## src/hlp_pkg.sv

```systemverilog
// Shared types, codes and helpers for the HTTP header line parser.
`default_nettype none

package hlp_pkg;

  // Result kinds
  localparam logic [2:0] K_NONE  = 3'd0;
  localparam logic [2:0] K_NAME  = 3'd1;
  localparam logic [2:0] K_VALUE = 3'd2;
  localparam logic [2:0] K_LINE  = 3'd3;
  localparam logic [2:0] K_DONE  = 3'd4;
  localparam logic [2:0] K_ERR   = 3'd5;

  // Character constants
  localparam logic [7:0] CH_CR    = 8'h0D;
  localparam logic [7:0] CH_LF    = 8'h0A;
  localparam logic [7:0] CH_SP    = 8'h20;
  localparam logic [7:0] CH_TAB   = 8'h09;
  localparam logic [7:0] CH_COLON = 8'h3A;
  localparam logic [7:0] CH_UP_A  = 8'h41;
  localparam logic [7:0] CH_UP_Z  = 8'h5A;
  localparam logic [7:0] CASE_OFS = 8'h20;

  localparam int TRIM_W        = 16;
  localparam int COUNT_BITS_DF = 16;
  localparam int QUEUE_DEPTH   = 4;

  // Line parser phase, one-hot
  typedef enum logic [4:0] {
    PH_NAME = 5'b00001,
    PH_LEAD = 5'b00010,
    PH_BODY = 5'b00100,
    PH_DONE = 5'b01000,
    PH_ERR  = 5'b10000
  } phase_t;

  // One accepted byte's results: a first result and an optional value byte
  typedef struct packed {
    logic              two;
    logic [2:0]        kind0;
    logic [7:0]        byte0;
    logic [TRIM_W-1:0] trim0;
    logic [7:0]        byte1;
  } hlp_rec_t;

  // Token characters of a field name
  function automatic logic is_token(input logic [7:0] c);
    logic ok;
    ok = 1'b0;
    if (c inside {[8'h41:8'h5A], [8'h61:8'h7A], [8'h30:8'h39]}) begin
      ok = 1'b1;
    end
    if (c inside {8'h21, 8'h23, 8'h24, 8'h25, 8'h26, 8'h27, 8'h2A, 8'h2B,
                  8'h2D, 8'h2E, 8'h5E, 8'h5F, 8'h60, 8'h7C, 8'h7E}) begin
      ok = 1'b1;
    end
    return ok;
  endfunction

endpackage

`default_nettype wire

```

## src/hlp_front.sv

```systemverilog
// Front end: classifies each input byte and updates the line parser state.
`default_nettype none

module hlp_front import hlp_pkg::*; #(
  parameter int COUNT_BITS = COUNT_BITS_DF
) (
  input  wire logic       clk,
  input  wire logic       rst_n,
  input  wire logic       accept,
  input  wire logic [7:0] data_byte,
  input  wire logic       first_of_message,
  output logic            rec_valid,
  output hlp_rec_t        rec
);

  localparam int WIDE_W = (COUNT_BITS > TRIM_W) ? COUNT_BITS : TRIM_W;
  localparam logic [COUNT_BITS-1:0] CNT_MAX = {COUNT_BITS{1'b1}};

  phase_t                ph_r, ph_nxt;
  logic                  cr_r, cr_nxt;
  logic                  seen_r, seen_nxt;
  logic [COUNT_BITS-1:0] cnt_r, cnt_nxt;

  phase_t                eph;
  logic                  ecr, eseen;
  logic [COUNT_BITS-1:0] ecnt;
  logic [WIDE_W-1:0]     cnt_wide;
  logic [TRIM_W-1:0]     trim_sat;

  logic                  vb_lead, vb_emit, vb_cr, vb_ws;
  logic [COUNT_BITS-1:0] vb_base, vb_cnt;
  phase_t                vb_ph;

  // Restart at the head of a new header section
  always_comb begin
    if (first_of_message) begin
      eph   = PH_NAME;
      ecr   = 1'b0;
      eseen = 1'b0;
      ecnt  = '0;
    end else begin
      eph   = ph_r;
      ecr   = cr_r;
      eseen = seen_r;
      ecnt  = cnt_r;
    end
  end

  // Saturate the trailing count to the result field
  always_comb begin
    cnt_wide = WIDE_W'(ecnt);
    if (cnt_wide > WIDE_W'({TRIM_W{1'b1}})) begin
      trim_sat = {TRIM_W{1'b1}};
    end else begin
      trim_sat = cnt_wide[TRIM_W-1:0];
    end
  end

  // Handle one value byte (after a held CR that was not a line end, as body)
  always_comb begin
    vb_lead = (eph == PH_LEAD) && !ecr;
    vb_base = ecr ? '0 : ecnt;
    vb_ws   = (data_byte == CH_SP) || (data_byte == CH_TAB);
    vb_emit = 1'b0;
    vb_cr   = 1'b0;
    vb_cnt  = vb_base;
    vb_ph   = ecr ? PH_BODY : eph;
    if (data_byte == CH_CR) begin
      vb_cr = 1'b1;
    end else if (vb_ws && vb_lead) begin
      vb_ph = PH_LEAD;
    end else if (vb_ws) begin
      vb_emit = 1'b1;
      vb_ph   = PH_BODY;
      if (vb_base != CNT_MAX) begin
        vb_cnt = vb_base + 1'b1;
      end
    end else begin
      vb_emit = 1'b1;
      vb_ph   = PH_BODY;
      vb_cnt  = '0;
    end
  end

  // Next state and the results of this byte
  always_comb begin
    ph_nxt    = eph;
    cr_nxt    = ecr;
    seen_nxt  = eseen;
    cnt_nxt   = ecnt;
    rec_valid = 1'b0;
    rec.two   = 1'b0;
    rec.kind0 = K_NONE;
    rec.byte0 = '0;
    rec.trim0 = '0;
    rec.byte1 = data_byte;
    case (eph)
      PH_DONE: begin
        ph_nxt = PH_DONE;
      end
      PH_NAME: begin
        if (ecr) begin
          cr_nxt = 1'b0;
          if (data_byte == CH_LF) begin
            ph_nxt    = PH_DONE;
            rec_valid = 1'b1;
            rec.kind0 = K_DONE;
          end else begin
            ph_nxt = PH_ERR;
          end
        end else if (data_byte == CH_CR && !eseen) begin
          cr_nxt = 1'b1;
        end else if (data_byte == CH_COLON) begin
          if (eseen) begin
            ph_nxt  = PH_LEAD;
            cnt_nxt = '0;
          end else begin
            ph_nxt = PH_ERR;
          end
        end else if (is_token(data_byte)) begin
          seen_nxt  = 1'b1;
          rec_valid = 1'b1;
          rec.kind0 = K_NAME;
          if (data_byte >= CH_UP_A && data_byte <= CH_UP_Z) begin
            rec.byte0 = data_byte + CASE_OFS;
          end else begin
            rec.byte0 = data_byte;
          end
        end else begin
          ph_nxt = PH_ERR;
        end
      end
      PH_LEAD, PH_BODY: begin
        if (ecr && data_byte == CH_LF) begin
          rec_valid = 1'b1;
          rec.kind0 = K_LINE;
          rec.trim0 = trim_sat;
          ph_nxt    = PH_NAME;
          cr_nxt    = 1'b0;
          seen_nxt  = 1'b0;
          cnt_nxt   = '0;
        end else if (ecr) begin
          // Lone CR becomes a value byte, then this byte is a fresh value byte
          rec_valid = 1'b1;
          rec.kind0 = K_VALUE;
          rec.byte0 = CH_CR;
          rec.two   = vb_emit;
          ph_nxt    = vb_ph;
          cr_nxt    = vb_cr;
          cnt_nxt   = vb_cnt;
        end else begin
          rec_valid = vb_emit;
          rec.kind0 = K_VALUE;
          rec.byte0 = data_byte;
          ph_nxt    = vb_ph;
          cr_nxt    = vb_cr;
          cnt_nxt   = vb_cnt;
        end
      end
      default: begin
        ph_nxt = PH_ERR;
      end
    endcase
    // Error is sticky and gives exactly one result per byte
    if (ph_nxt == PH_ERR) begin
      cr_nxt    = 1'b0;
      rec_valid = 1'b1;
      rec.two   = 1'b0;
      rec.kind0 = K_ERR;
      rec.byte0 = '0;
      rec.trim0 = '0;
    end
  end

  // Advance state on each accepted byte
  always_ff @(posedge clk) begin
    if (!rst_n) begin
      ph_r   <= PH_NAME;
      cr_r   <= 1'b0;
      seen_r <= 1'b0;
      cnt_r  <= '0;
    end else if (accept) begin
      ph_r   <= ph_nxt;
      cr_r   <= cr_nxt;
      seen_r <= seen_nxt;
      cnt_r  <= cnt_nxt;
    end
  end

endmodule

`default_nettype wire

```

## src/hlp_queue.sv

```systemverilog
// Short queue of per-byte result records between front and back end.
`default_nettype none

module hlp_queue import hlp_pkg::*; #(
  parameter int DEPTH = QUEUE_DEPTH
) (
  input  wire logic     clk,
  input  wire logic     rst_n,
  input  wire logic     wr,
  input  wire hlp_rec_t wr_rec,
  input  wire logic     rd,
  output logic          full,
  output logic          nonempty,
  output hlp_rec_t      head
);

  localparam int PW = (DEPTH > 1) ? $clog2(DEPTH) : 1;
  localparam int CW = $clog2(DEPTH + 1);

  hlp_rec_t        slot_r [DEPTH];
  logic [PW-1:0]   wp_r, wp_nxt;
  logic [PW-1:0]   rp_r, rp_nxt;
  logic [CW-1:0]   cnt_r, cnt_nxt;
  logic            do_wr, do_rd;

  assign full     = (cnt_r == CW'(DEPTH));
  assign nonempty = (cnt_r != '0);
  assign head     = slot_r[rp_r];
  assign do_wr    = wr && !full;
  assign do_rd    = rd && nonempty;

  // Wrap pointers and track fill
  always_comb begin
    wp_nxt  = (wp_r == PW'(DEPTH - 1)) ? '0 : wp_r + 1'b1;
    rp_nxt  = (rp_r == PW'(DEPTH - 1)) ? '0 : rp_r + 1'b1;
    cnt_nxt = cnt_r;
    if (do_wr && !do_rd) begin
      cnt_nxt = cnt_r + 1'b1;
    end else if (do_rd && !do_wr) begin
      cnt_nxt = cnt_r - 1'b1;
    end
  end

  always_ff @(posedge clk) begin
    if (!rst_n) begin
      wp_r  <= '0;
      rp_r  <= '0;
      cnt_r <= '0;
    end else begin
      cnt_r <= cnt_nxt;
      if (do_wr) begin
        wp_r <= wp_nxt;
      end
      if (do_rd) begin
        rp_r <= rp_nxt;
      end
    end
  end

  // Store records
  always_ff @(posedge clk) begin
    if (do_wr) begin
      slot_r[wp_r] <= wr_rec;
    end
  end

endmodule

`default_nettype wire

```

## src/hlp_back.sv

```systemverilog
// Back end: expands records into single results held in an output register.
`default_nettype none

module hlp_back import hlp_pkg::*; (
  input  wire logic       clk,
  input  wire logic       rst_n,
  input  wire logic       q_nonempty,
  input  wire hlp_rec_t   q_head,
  output logic            q_rd,
  input  wire logic       pop,
  output logic            empty,
  output logic [2:0]      kind,
  output logic [7:0]      out_byte,
  output logic [TRIM_W-1:0] trim_count,
  output logic            last_of_run
);

  logic              valid_r;
  logic              sel_r, sel_nxt;
  logic              load;
  logic [2:0]        kind_r, kind_nxt;
  logic [7:0]        byte_r, byte_nxt;
  logic [TRIM_W-1:0] trim_r, trim_nxt;
  logic              last_r, last_nxt;

  assign empty       = !valid_r;
  assign kind        = kind_r;
  assign out_byte    = byte_r;
  assign trim_count  = trim_r;
  assign last_of_run = last_r;

  // Refill the output register whenever it is free or being taken
  assign load = q_nonempty && (!valid_r || pop);

  // Pick first or second result of the head record
  always_comb begin
    sel_nxt  = 1'b0;
    q_rd     = 1'b0;
    kind_nxt = q_head.kind0;
    byte_nxt = q_head.byte0;
    trim_nxt = q_head.trim0;
    last_nxt = 1'b1;
    if (sel_r) begin
      kind_nxt = K_VALUE;
      byte_nxt = q_head.byte1;
      trim_nxt = '0;
      q_rd     = load;
    end else if (q_head.two) begin
      last_nxt = 1'b0;
      sel_nxt  = load;
    end else begin
      q_rd = load;
    end
  end

  always_ff @(posedge clk) begin
    if (!rst_n) begin
      valid_r <= 1'b0;
      sel_r   <= 1'b0;
    end else begin
      if (load) begin
        valid_r <= 1'b1;
        sel_r   <= sel_nxt;
      end else if (pop) begin
        valid_r <= 1'b0;
      end
    end
  end

  // Hold the result payload
  always_ff @(posedge clk) begin
    if (load) begin
      kind_r <= kind_nxt;
      byte_r <= byte_nxt;
      trim_r <= trim_nxt;
      last_r <= last_nxt;
    end
  end

  a_kind_known: assert property (@(posedge clk) disable iff (!rst_n)
    valid_r |-> (kind_r != K_NONE && kind_r <= K_ERR))
    else $error("result register holds an invalid kind");

  a_sel_has_head: assert property (@(posedge clk) disable iff (!rst_n)
    sel_r |-> (q_nonempty && q_head.two))
    else $error("second result pending without a paired record");

  a_pair_follows: assert property (@(posedge clk) disable iff (!rst_n)
    (valid_r && !last_r && pop) |=> (valid_r && kind_r == K_VALUE))
    else $error("second result of a pair not loaded next cycle");

  a_last_pairs: assert property (@(posedge clk) disable iff (!rst_n)
    (valid_r && !last_r) |-> sel_r)
    else $error("non-final result shown without its partner pending");

endmodule

`default_nettype wire

```

## src/http_header_line_parser.sv

```systemverilog
// HTTP header field line parser: names lowercased, values trimmed.
// Each result passes through the record queue and the output register to the ports.
// It takes one byte per cycle while the queue is not full; a lone CR in a value
//   followed by a value byte gives two results, which the back end shows in turn.
// The four-record queue between front and back end sets how far each may run ahead.
// Reset (synchronous, rst_n low): name phase, no held CR, count zero, queue empty.
`default_nettype none

module http_header_line_parser import hlp_pkg::*; #(
  parameter int COUNT_BITS  = COUNT_BITS_DF,
  parameter int QUEUE_DEPTH_P = QUEUE_DEPTH
) (
  input  wire logic       clk,
  input  wire logic       rst_n,
  input  wire logic       push,
  output logic            full,
  input  wire logic [7:0] in_data_byte,
  input  wire logic       in_first_of_message,
  output logic            empty,
  input  wire logic       pop,
  output logic [2:0]      out_kind,
  output logic [7:0]      out_byte,
  output logic [TRIM_W-1:0] out_trim_count,
  output logic            out_last_of_run
);

  logic     accept;
  logic     rec_valid;
  hlp_rec_t rec;
  logic     q_full, q_nonempty, q_rd;
  hlp_rec_t q_head;

  assign full   = q_full;
  assign accept = push && !q_full;

  hlp_front #(
    .COUNT_BITS(COUNT_BITS)
  ) u_front (
    .clk             (clk),
    .rst_n           (rst_n),
    .accept          (accept),
    .data_byte       (in_data_byte),
    .first_of_message(in_first_of_message),
    .rec_valid       (rec_valid),
    .rec             (rec)
  );

  hlp_queue #(
    .DEPTH(QUEUE_DEPTH_P)
  ) u_queue (
    .clk     (clk),
    .rst_n   (rst_n),
    .wr      (accept && rec_valid),
    .wr_rec  (rec),
    .rd      (q_rd),
    .full    (q_full),
    .nonempty(q_nonempty),
    .head    (q_head)
  );

  hlp_back u_back (
    .clk        (clk),
    .rst_n      (rst_n),
    .q_nonempty (q_nonempty),
    .q_head     (q_head),
    .q_rd       (q_rd),
    .pop        (pop),
    .empty      (empty),
    .kind       (out_kind),
    .out_byte   (out_byte),
    .trim_count (out_trim_count),
    .last_of_run(out_last_of_run)
  );

endmodule

`default_nettype wire
```

## config.mk

```make
export PLATFORM = sky130hd
export DESIGN_NAME = http_header_line_parser
export DESIGN_NICKNAME = d
export VERILOG_FILES = /design/src/hlp_pkg.sv /design/src/hlp_front.sv /design/src/hlp_queue.sv /design/src/hlp_back.sv /design/src/http_header_line_parser.sv
export SDC_FILE = /design/constraint.sdc
export NUM_CORES = 1
export LEC_CHECK = 0
export BUFFER_PORTS_ARGS = -buffer_cell sky130_fd_sc_hd__buf_2
export CAP_MARGIN = 15
export CORE_UTILIZATION = 55
export DETAILED_ROUTE_END_ITERATION = 6
export GPL_TIMING_DRIVEN = 0
export PLACE_DENSITY = 0.77
export REMOVE_ABC_BUFFERS = 1
export SETUP_SLACK_MARGIN = 0.3
export SLEW_MARGIN = 25
export SYNTH_ARGS = -nofsm -noshare
export SYNTH_HDL_FRONTEND = slang
export SYNTH_HIERARCHICAL = 1
export SYNTH_SLANG_ARGS = --single-unit
```

## constraint.sdc

```tcl
create_clock -name clk -period 3.7 [get_ports clk]
set_clock_uncertainty 0.05 [all_clocks]
set_input_delay 0.74 -clock clk [delete_from_list [all_inputs] [get_ports clk]]
set_output_delay 0.74 -clock clk [all_outputs]
set_load 0.01 [all_outputs]
```

Yosys cells after proc, flatten, opt, wreduce, memory -nomap -nowiden. Memories as Yosys holds them, arrays and structs flattened. A register that Yosys moved wholly into a read port is not among the register bits. Index checks and enable logic that the tools add are counted. Widths: inputs -> output; s select.

Register bits: 60. Bits in writable memories: 144. Memories kept: 1.

Memories: u_queue.slot_r (depth 4, width 36, rd ports 1, clocked after Yosys merged registers in 1, wr ports 1, line hlp_queue.sv:20) `hlp_rec_t slot_r [DEPTH];`.

Add/sub/neg operators: 6. Magnitude comparators: 7. Equality and inequality tests: 29. Muxes and demuxes: 89. Reduce and logical (&&, ||, !) cells: 28.

Operators by type and width (number): $mux 16 (14); $eq 8x6->1 const B (12); $mux 5 (10); $eq 8x7->1 const B (5); $mux 1 (40); $mux 8 (5); $pmux 16 s2 (1); $mux 28 (1); $eq 8x4->1 const B (3); $mux 11 (2); $pmux 11 s2 (1); $mux 3 (6); $add 16x1->16 const B (1); $ge 8x7->1 const B (2); $gt 16x16->1 const B (1); $le 8x7->1 const B (2); $ne 16x16->1 const B (1); $pmux 5 s3 (1); $reduce_bool 15->1 (1); $logic_and 1x1->1 (14); $mux 9 (1); $add 8x6->8 const B (1); $ge 8x6->1 const B (1); $le 8x6->1 const B (1); 17 further kinds (32).

Depth between registers and ports, before layout. Gate-level depths: netlist of the first run.

Depth after elaboration: 22. Gate-level depth with buffers: 18.

Cells and area by module. The synthesis of the first run kept the hierarchy.

Modules (own cells, without submodules): hlp_queue (instances 1, cells an instance 239, area each 5730.5 µm²); hlp_front (instances 1, cells an instance 320, area each 2268.4 µm²); hlp_back (instances 1, cells an instance 72, area each 1177.4 µm²); http_header_line_parser (instances 1, cells an instance 2, area each 15.0 µm²).

Least setup slack after synthesis of the first run. OpenSTA, ideal clock, no wires.

Path kind: input-to-reg. From: input port in_data_byte[6]. To: register u_queue.cnt_r[2]. Arrival: 3.889 ns. Path slack: -0.314 ns. Stages: 18. Buffers on the path: 3. Path through: buf_2 > or4_1 > or2_1 > buf_6 > nor2_8 > nor3_2 > a21oi_2 > o21ai_1 > or4_1 > and3b_1 > nor2b_1 > buf_2 > ha_1 > inv_1 > fa_1 > xor2_1 > or3_1 > a21boi_0.

Word-level cells in the longest chain between the ends: 21.

Ends and longest elaborated chain: start, declared (line http_header_line_parser.sv:17) `input wire logic [7:0] in_data_byte,`; $ge 8x7->1 (tied with other cells) (line hlp_pkg.sv:50) `if (c inside {[8'h41:8'h5A], [8'h61:8'h7A], [8'h30:8'h39]}) begin`; $logic_and 1x1->1 (line hlp_pkg.sv:50); $reduce_bool 3->1 (line hlp_pkg.sv:50); $mux 1 (line hlp_pkg.sv:50); $mux 1 (line hlp_pkg.sv:53) `if (c inside {8'h21, 8'h23, 8'h24, 8'h25, 8'h26, 8'h27, 8'h2A, 8'h2B,`; $mux 1 (line hlp_front.sv:113) `end else if (data_byte == CH_COLON) begin`; $mux 1 (line hlp_front.sv:111) `end else if (data_byte == CH_CR && !eseen) begin`; $mux 1 (line hlp_front.sv:102) `if (ecr) begin`; [... 7 more ...]; $mux 1 * (line hlp_front.sv:165) `if (ph_nxt == PH_ERR) begin`; named net rec_valid (line http_header_line_parser.sv:28) `logic rec_valid;`; $logic_and 1x1->1 * (line http_header_line_parser.sv:53) `.wr (accept && rec_valid),`; $logic_and 1x1->1 * (line hlp_queue.sv:29) `assign do_wr = wr && !full;`; named net u_queue.do_wr (line hlp_queue.sv:24) `logic do_wr, do_rd;`; $logic_not 1->1 (line hlp_queue.sv:39) `end else if (do_rd && !do_wr) begin`; $logic_and 1x1->1 (line hlp_queue.sv:39); $reduce_bool 2->1 (no line); end signal, assigned (line hlp_queue.sv:50) `cnt_r <= cnt_nxt;`; end, declared (line hlp_queue.sv:23) `logic [CW-1:0] cnt_r, cnt_nxt;`.

The timed path passes the listed nets; every way through them passes the cells marked *. The select of a mux whose other input is x is not followed. A chain may end at the register's enable or synchronous reset.

Worst setup path in the final report of the first run.
From: input port in_data_byte[6]. To: register u_queue.cnt_r[2].

Word-level cells in the longest chain between the ends: 21.

Ends and longest elaborated chain (line): $ge 8x7->1 (tied with other cells) (hlp_pkg.sv:50); $logic_and 1x1->1 (hlp_pkg.sv:50); $reduce_bool 3->1 (hlp_pkg.sv:50); $mux 1 (hlp_pkg.sv:50); $mux 1 (hlp_pkg.sv:53); $mux 1 (hlp_front.sv:113); $mux 1 (hlp_front.sv:111); $mux 1 (hlp_front.sv:102); [... 6 more ...]; $eq 5x5->1 (hlp_front.sv:165); $mux 1 * (hlp_front.sv:165); named net rec_valid (http_header_line_parser.sv:28); $logic_and 1x1->1 * (http_header_line_parser.sv:53); $logic_and 1x1->1 * (hlp_queue.sv:29); $logic_not 1->1 (hlp_queue.sv:39); $logic_and 1x1->1 (hlp_queue.sv:39); $reduce_bool 2->1 (no line).

Marks and branches as above.

==> reports/summary.txt, run 1 <==
Die footprint - 17200 µm²
Synth Cell Area - 9190 µm²
Height of the die - 131 µm
Leak - 3.65 nW
FF+latch count, synth - 206
H-tree levels - 1
Final Util - 65.5%
Number of library cell types mapped by synthesis - 70
Slew headroom - 42.8%
Max Cap Viol - 0
Filler instances - 1134
Crit path arrival time - 3.89 ns
Core Footprint - 16100 µm²
Hold buffers post-CTS - 0
R2R setup slack - 0.24 ns
Post-layout net count - 705
CTS Sinks - 206
Pwr/cell area - 646 nW/µm²
Synth Flop Type - edfxtp_1
Worst Path Max Fanout - 7
Post-DR wirelength/cell - 19.4 µm
TritonCTS clock tree - done
Wirelength, routed - 17.7 mm
Layout cells sized above 1 - 25.3%
Largest net degree at the start of global routing - 30
Area grow syn2layout - 14.8%
Port Buffer Count - 42
CTS clk-pin slew, worst paths - 0.06 ns
Die X - 131 µm
Critical R2R Launch - u_front/cr_r
Hold Violations, Final - 0
Cell taking the most area after synthesis - edfxtp_1
Clock Latency Late Sink - 0.49 ns
Root buffer cell - clkbuf_16
Minimum clock period after layout - 3.54 ns
Synth Warn # - 6
Non-Filler Cell Area, Final - 10600 µm²
Final slew viol count - 0
Initial Util - 57.0%
CTS Buffer Depth - 3
Async SR Flop Fraction - 0%
DR vias/cell - 6.02
VDD IR max - 0.000510 V
First-pass GRT wire length - 28.4 mm
Delay-heaviest family, CP - simple AND/OR/NAND/NOR gates
Max Freq - 283 MHz
Avg Cell Area, Syn - 14.5 µm²
CP Capture Type - register
Dpl hpwl - 10.5 mm
Drt drc - 0
Seq/Total Area, Yosys - 63.6%
Hold Crit Start - in_data_byte[1]
Most common cell after layout, fill and taps aside - edfxtp_1
Global placer's final weighted congestion - 0.879
Global route overflow - 0
Worst-Margin Slew - 0.859 ns
Most frequent cells in the layout - edfxtp_1 (172), nand2_1 (47), buf_2 (34)
Hold Crit Class - in2reg
Number of synthesized flops with an enable pin - 172
Worst stage delay on the critical path - 0.52 ns
Initial antenna violation count - 0
Ant. Diodes - 0
Critical path class - in2reg
Num CTS Buffers - 21
First-pass DRT Iterations - 5
Part of the cycle the worst path needs - 95.6%
Critical path's slowest cell - or4_4
Core Rows - 46
Placement Cell Area - 9560 µm²
CP startpoint kind - input pin
Top post-synthesis cells by area - edfxtp_1 (56%), dfxtp_1 (7.4%), mux4_2 (7.4%)
Worst EP required - 4.05 ns
CP Launch Point - in_data_byte[6]
RSZ-0062 raised after global routing - true
Setup violators final - 0
Vias in the first global route - 5500
DR vias - 5483
GRT Overall Usage - 20.9%
Post-DRT Antenna Nets - 0
WP buf/inv - 2
Share of the synthesized area in the top cell type - 56.2%
Status - completed
Cells after synthesis - 633
Drt first-iter violations - 435
I/O pin total - 43
CP Cell Sequence - buf_12, or3b_4, a211oi_2, o2111ai_2, and3_4, a21oi_4, o21ai_2, or4_4, and3b_1, nor2b_4, ha_4, inv_2, fa_2, xor2_1, or3_1, a21boi_1
worst reg2reg max path: cells and delay by family, from the launching register on:
| kind | cells | cell delay [ns] |
|---|---|---|
| simple gates | 6 | 2.01 |
| compound gates | 3 | 0.42 |
| flops | 1 | 0.40 |
| fa+ha+maj | 2 | 0.37 |
| xor+xnor | 1 | 0.07 |
| buf+inv | 1 | 0.05 |
stage by stage:
step / setup slack [ns] / TNS, ns / total power [W] / hold WS (ns) / std cells
after floorplan: -0.255 / -30.34 / 0.00422 / 0.381 / 594
after global placement: -1.32 / -190.13 / 0.00465 / 0.417 / 852
after detailed placement: -0.882 / -89.45 / 0.00477 / 0.433 / 858
after CTS: 0.189 / 0 / 0.00684 / 0.442 / 906
after global routing: 0.0656 / 0 / 0.00712 / 0.421 / 911
final: 0.161 / 0 / 0.00682 / 0.439 / 911
routing by layer:
metal | vias to the layer above | wire (µm) | part of all wire, % | track usage, %
met5 | - | 0 | 0 | 0
met4 | 0 | 394 | 2.2 | 7.49
met3 | 33 | 1160 | 6.6 | 3.28
met2 | 210 | 8570 | 49 | 33.9
met1 | 2735 | 7530 | 43 | 28.7
li1 | 2505 | - | - | -
Yosys cell counts, types with 8 or more instances:
library cell / n
and2_1: 31
nand3_1: 15
nor2b_1: 26
buf_2: 13
buf_4: 9
mux2_2: 9
o21ai_0: 29
and3_1: 8
nor2_1: 25
clkbuf_1: 8
nand2_1: 47
a21oi_1: 21
edfxtp_1: 172
ha_1: 10
mux4_2: 30
inv_1: 19
dfxtp_1: 34
cells by family (layout without fill, tap and decap cells):
| family | count (synthesis) | in the layout | synth area share, % |
|---|---|---|---|
| AO/OA/AOI/OAI | 98 | 98 | 6.90 |
| XOR/XNOR | 7 | 7 | 0.667 |
| adder cells (fa/ha/maj) | 11 | 11 | 1.58 |
| buffers and inverters | 58 | 120 | 3.87 |
| flip-flops | 206 | 206 | 63.6 |
| multiplexers | 50 | 50 | 10.7 |
| AND/OR/NAND/NOR | 203 | 203 | 12.7 |
sequential cells by signal, indices dropped and copies added (netlist names), 3 cells and up, named ones only:
register and cells:
u_queue/slot_r 144, u_back/trim_count 16, u_front/cnt_r 16, u_back/out_byte 8, u_front/ph_r 5, u_back/kind 3, u_queue/cnt_r 3
what timing repair did:
item	4_1_cts	5_1_grt
endpoints found under the setup margin	156	46
buffers inserted	11	5
gates resized for setup	44	11
pin swaps	17	14
cloned	0	0
layout make-up:
class                   instances  area, µm²  share of cell area (%)
flip-flops and latches        206       5850                    55.5
repair buffers                 64        573                    5.43
clock buffers                  29        566                    5.36
multi-input cells             369       3130                    29.6
inverters                      19       71.3                   0.676
well taps                     216        270                    2.56
clock inverters                 8       93.8                   0.889
power by group:
group | internal [W] | total, W | leakage [nW] | switching [W]
combinational | 0.000766 | 0.00152 | 1.48 | 0.000758
sequential | 0.00305 | 0.00328 | 1.85 | 0.000222
clock | 0.00121 | 0.00202 | 0.318 | 0.000811
final timing paths:
kind / endpoint / cells after the start
worst max-delay path: u_queue/cnt_r[2] / 16
worst min-delay path: u_queue/slot_r[3][1] / 1
worst max register to register: u_queue/cnt_r[2] / 13
worst min register to register: u_front/cnt_r[9] / 1
(Power assumes the default switching activity.)
==> inputs of run 2 (changes only) <==
--- a/config.mk
+++ b/config.mk
@@ -5,16 +5,17 @@
 export SDC_FILE = /design/constraint.sdc
 export NUM_CORES = 1
 export LEC_CHECK = 0
+export ABC_AREA = 1
 export BUFFER_PORTS_ARGS = -buffer_cell sky130_fd_sc_hd__buf_2
 export CAP_MARGIN = 15
 export CORE_UTILIZATION = 55
 export DETAILED_ROUTE_END_ITERATION = 6
 export GPL_TIMING_DRIVEN = 0
+export HOLD_SLACK_MARGIN = 0.05
 export PLACE_DENSITY = 0.77
 export REMOVE_ABC_BUFFERS = 1
 export SETUP_SLACK_MARGIN = 0.3
 export SLEW_MARGIN = 25
 export SYNTH_ARGS = -nofsm -noshare
 export SYNTH_HDL_FRONTEND = slang
-export SYNTH_HIERARCHICAL = 1
 export SYNTH_SLANG_ARGS = --single-unit
==> reports/summary.txt, run 2 <==
Most numerous cell in the Yosys netlist - nor2_1
Post-DRT Antenna Nets - 0
VDD IR max - 0.000416 V
Post-CTS Setup Repair Bufs - 0
Hold buffers post-CTS - 0
Final worst setup slack - 0.513 ns
First-pass GRT wire length - 32.5 mm
Setup violators final - 0
Synth Warn # - 0
Worst Path Max Fanout - 22
Final Util - 64.0%
DR vias/cell - 5.77
Number of synthesized flops with an enable pin - 172
Minimum clock period after layout - 3.19 ns
Simple-Gate Fraction of Synth Area - 17.3%
Cell taking the most area after synthesis - edfxtp_1
Async SR Flop Fraction - 0%
Seq/Total Area, Yosys - 62.5%
Number of library cell types mapped by synthesis - 44
RSZ-0062 raised after global routing - false
Max Cap Viol - 0
Post-Synth XOR/XNOR Area - 0.281%
CTS Buffer Depth - 3
Worst EP required - 4.03 ns
GRT Overall Usage - 23.4%
Largest net degree at the start of global routing - 70
Compound-Gate Fraction of Synth Area - 13.4%
Slew headroom - 34.8%
Vias in the first global route - 6562
Die footprint - 17500 µm²
Cells after synthesis - 955
CP Launch Point - in_first_of_message
Worst-Margin Slew - 0.977 ns
TritonCTS clock tree - done
Height of the die - 132 µm
Dpl ws - -0.321 ns
Post-Synth Adder-Cell Area - 1.42%
DR vias - 7068
Drt first-iter violations - 793
Critical R2R Launch - u_front.cr_r
Area grow syn2layout - 13.5%
Core Rows - 47
Max reg flops - 144
Commonest cells post-synth - nor2_1 (207), edfxtp_1 (172), o21ai_0 (115)
Post-DR wirelength/cell - 16.5 µm
Synth Cell Area - 9360 µm²
Crit path arrival time - 3.51 ns
Hold Crit Start - u_front.ph_r[4]
Critical path class - in2reg
Root buffer cell - clkbuf_16
Pwr/cell area - 701 nW/µm²
CTS Sinks - 206
CP startpoint kind - input pin
Filler instances - 1299
Status - completed
Clock Latency Late Sink - 0.50 ns
Die X - 132 µm
Final slew viol count - 0
CTS clk-pin slew, worst paths - 0.06 ns
Initial Util - 56.4%
Initial antenna violation count - 0
Num CTS Buffers - 21
Hold Violations, Final - 0
Wirelength, routed - 20.1 mm
Port Buffer Count - 42
Most frequent cells in the layout - nor2_1 (198), edfxtp_1 (172), o21ai_0 (114)
Global placer's final weighted congestion - 0.896
Largest family of logic cells by synthesized area - simple AND/OR/NAND/NOR gates
Drt drc - 0
FF+latch count, synth - 206
Top post-synthesis cells by area - edfxtp_1 (55%), nor2_1 (8.3%), dfxtp_1 (7.3%)
CP Capture Type - register
Synth Flop Type - edfxtp_1
Most common cell after layout, fill and taps aside - nor2_1
I/O pin total - 43
Max Freq - 314 MHz
TNS Setup - 0 ns
Core Footprint - 16600 µm²
Post-layout net count - 1012
Layout cells sized above 1 - 13.1%
Leak - 4.02 nW
Top reg by flops - u_queue.slot_r
Dpl hpwl - 12.6 mm
Part of the cycle the worst path needs - 86.1%
Hold Crit Class - reg2reg
Global route overflow - 0
Ant. Diodes - 0
First-pass DRT Iterations - 5
H-tree levels - 1
Avg Cell Area, Syn - 9.80 µm²
Mux contribution to synthesized area - 0%
Share of the synthesized area in the top cell type - 55.2%
[run 2: routing by layer]
metal / vias to the layer above / share of wire [%] / track usage (%)
li1: 3382 / - / -
met1: 3355 / 42 / 31.3
met2: 294 / 48 / 39.2
met3: 37 / 7.6 / 3.26
met4: 0 / 2.2 / 8.49
met5: - / 0 / 0
[run 2: repair_timing]
item | 4_1_cts | 5_1_grt
cloned | 0 | 0
resized for setup | 3 | 16
endpoints found under the setup margin | 82 | 64
[run 2: final timing paths]
check,end,slack [ns],cells past startpoint
setup / recovery,u_queue.cnt_r[2],0.51,17
hold / removal,u_front.ph_r[4],0.45,2
setup reg to reg,u_queue.cnt_r[2],0.55,19
hold reg to reg,u_front.ph_r[4],0.45,2
[run 2: worst max-delay path: stages]
cell	delay (ns)
clkbuf_4	0.22
inv_4	0.25
o21ai_2	0.10
nand4_1	0.15
nand2_2	0.22
nor2_2	0.21
nand2_1	0.18
nand3_4	0.17
nand2_4	0.11
inv_1	0.11
ha_1	0.14
inv_1	0.07
fa_1	0.39
a21oi_1	0.14
o21ai_0	0.11
o21ai_0	0.16
a21oi_1	0.05
[run 2: final cells by class]
cell class	instances	area (µm²)	share of cell area, %
well taps	220	275	2.59
inverters	81	313	2.95
multi-input cells	627	3120	29.4
repair buffers	52	437	4.11
clock inverters	6	38.8	0.365
clock buffers	32	577	5.43
flip-flops and latches	206	5860	55.1
[run 2: power by group]
| part | switching (W) | internal [W] | leakage, nW |
|---|---|---|---|
| logic | 0.00151 | 0.000759 | 1.73 |
| clock network | 0.000832 | 0.00108 | 0.296 |
| registers | 0.000183 | 0.00308 | 2.00 |
| total | 0.00253 | 0.00492 | 4.02 |
[run 2: logic make-up (layout without fill, tap and decap cells)]
| kind of cell | count (synthesis) | in the layout |
|---|---|---|
| flops | 206 | 206 |
| simple gates | 386 | 386 |
| fa+ha+maj | 10 | 10 |
| xor+xnor | 3 | 3 |
| buf+inv | 122 | 171 |
| compound gates | 228 | 228 |
[run 2: through the flow]
stage	std cells	total power [W]	hold slack (ns)	instance area (µm²)
after floorplan	914	0.00465	0.417	9190
after global placement	1176	0.00532	0.434	9670
after detailed placement	1186	0.00554	0.438	9950
after CTS	1224	0.00745	0.454	10600
after global routing	1224	0.00786	0.484	10600
final	1224	0.00745	0.451	10600
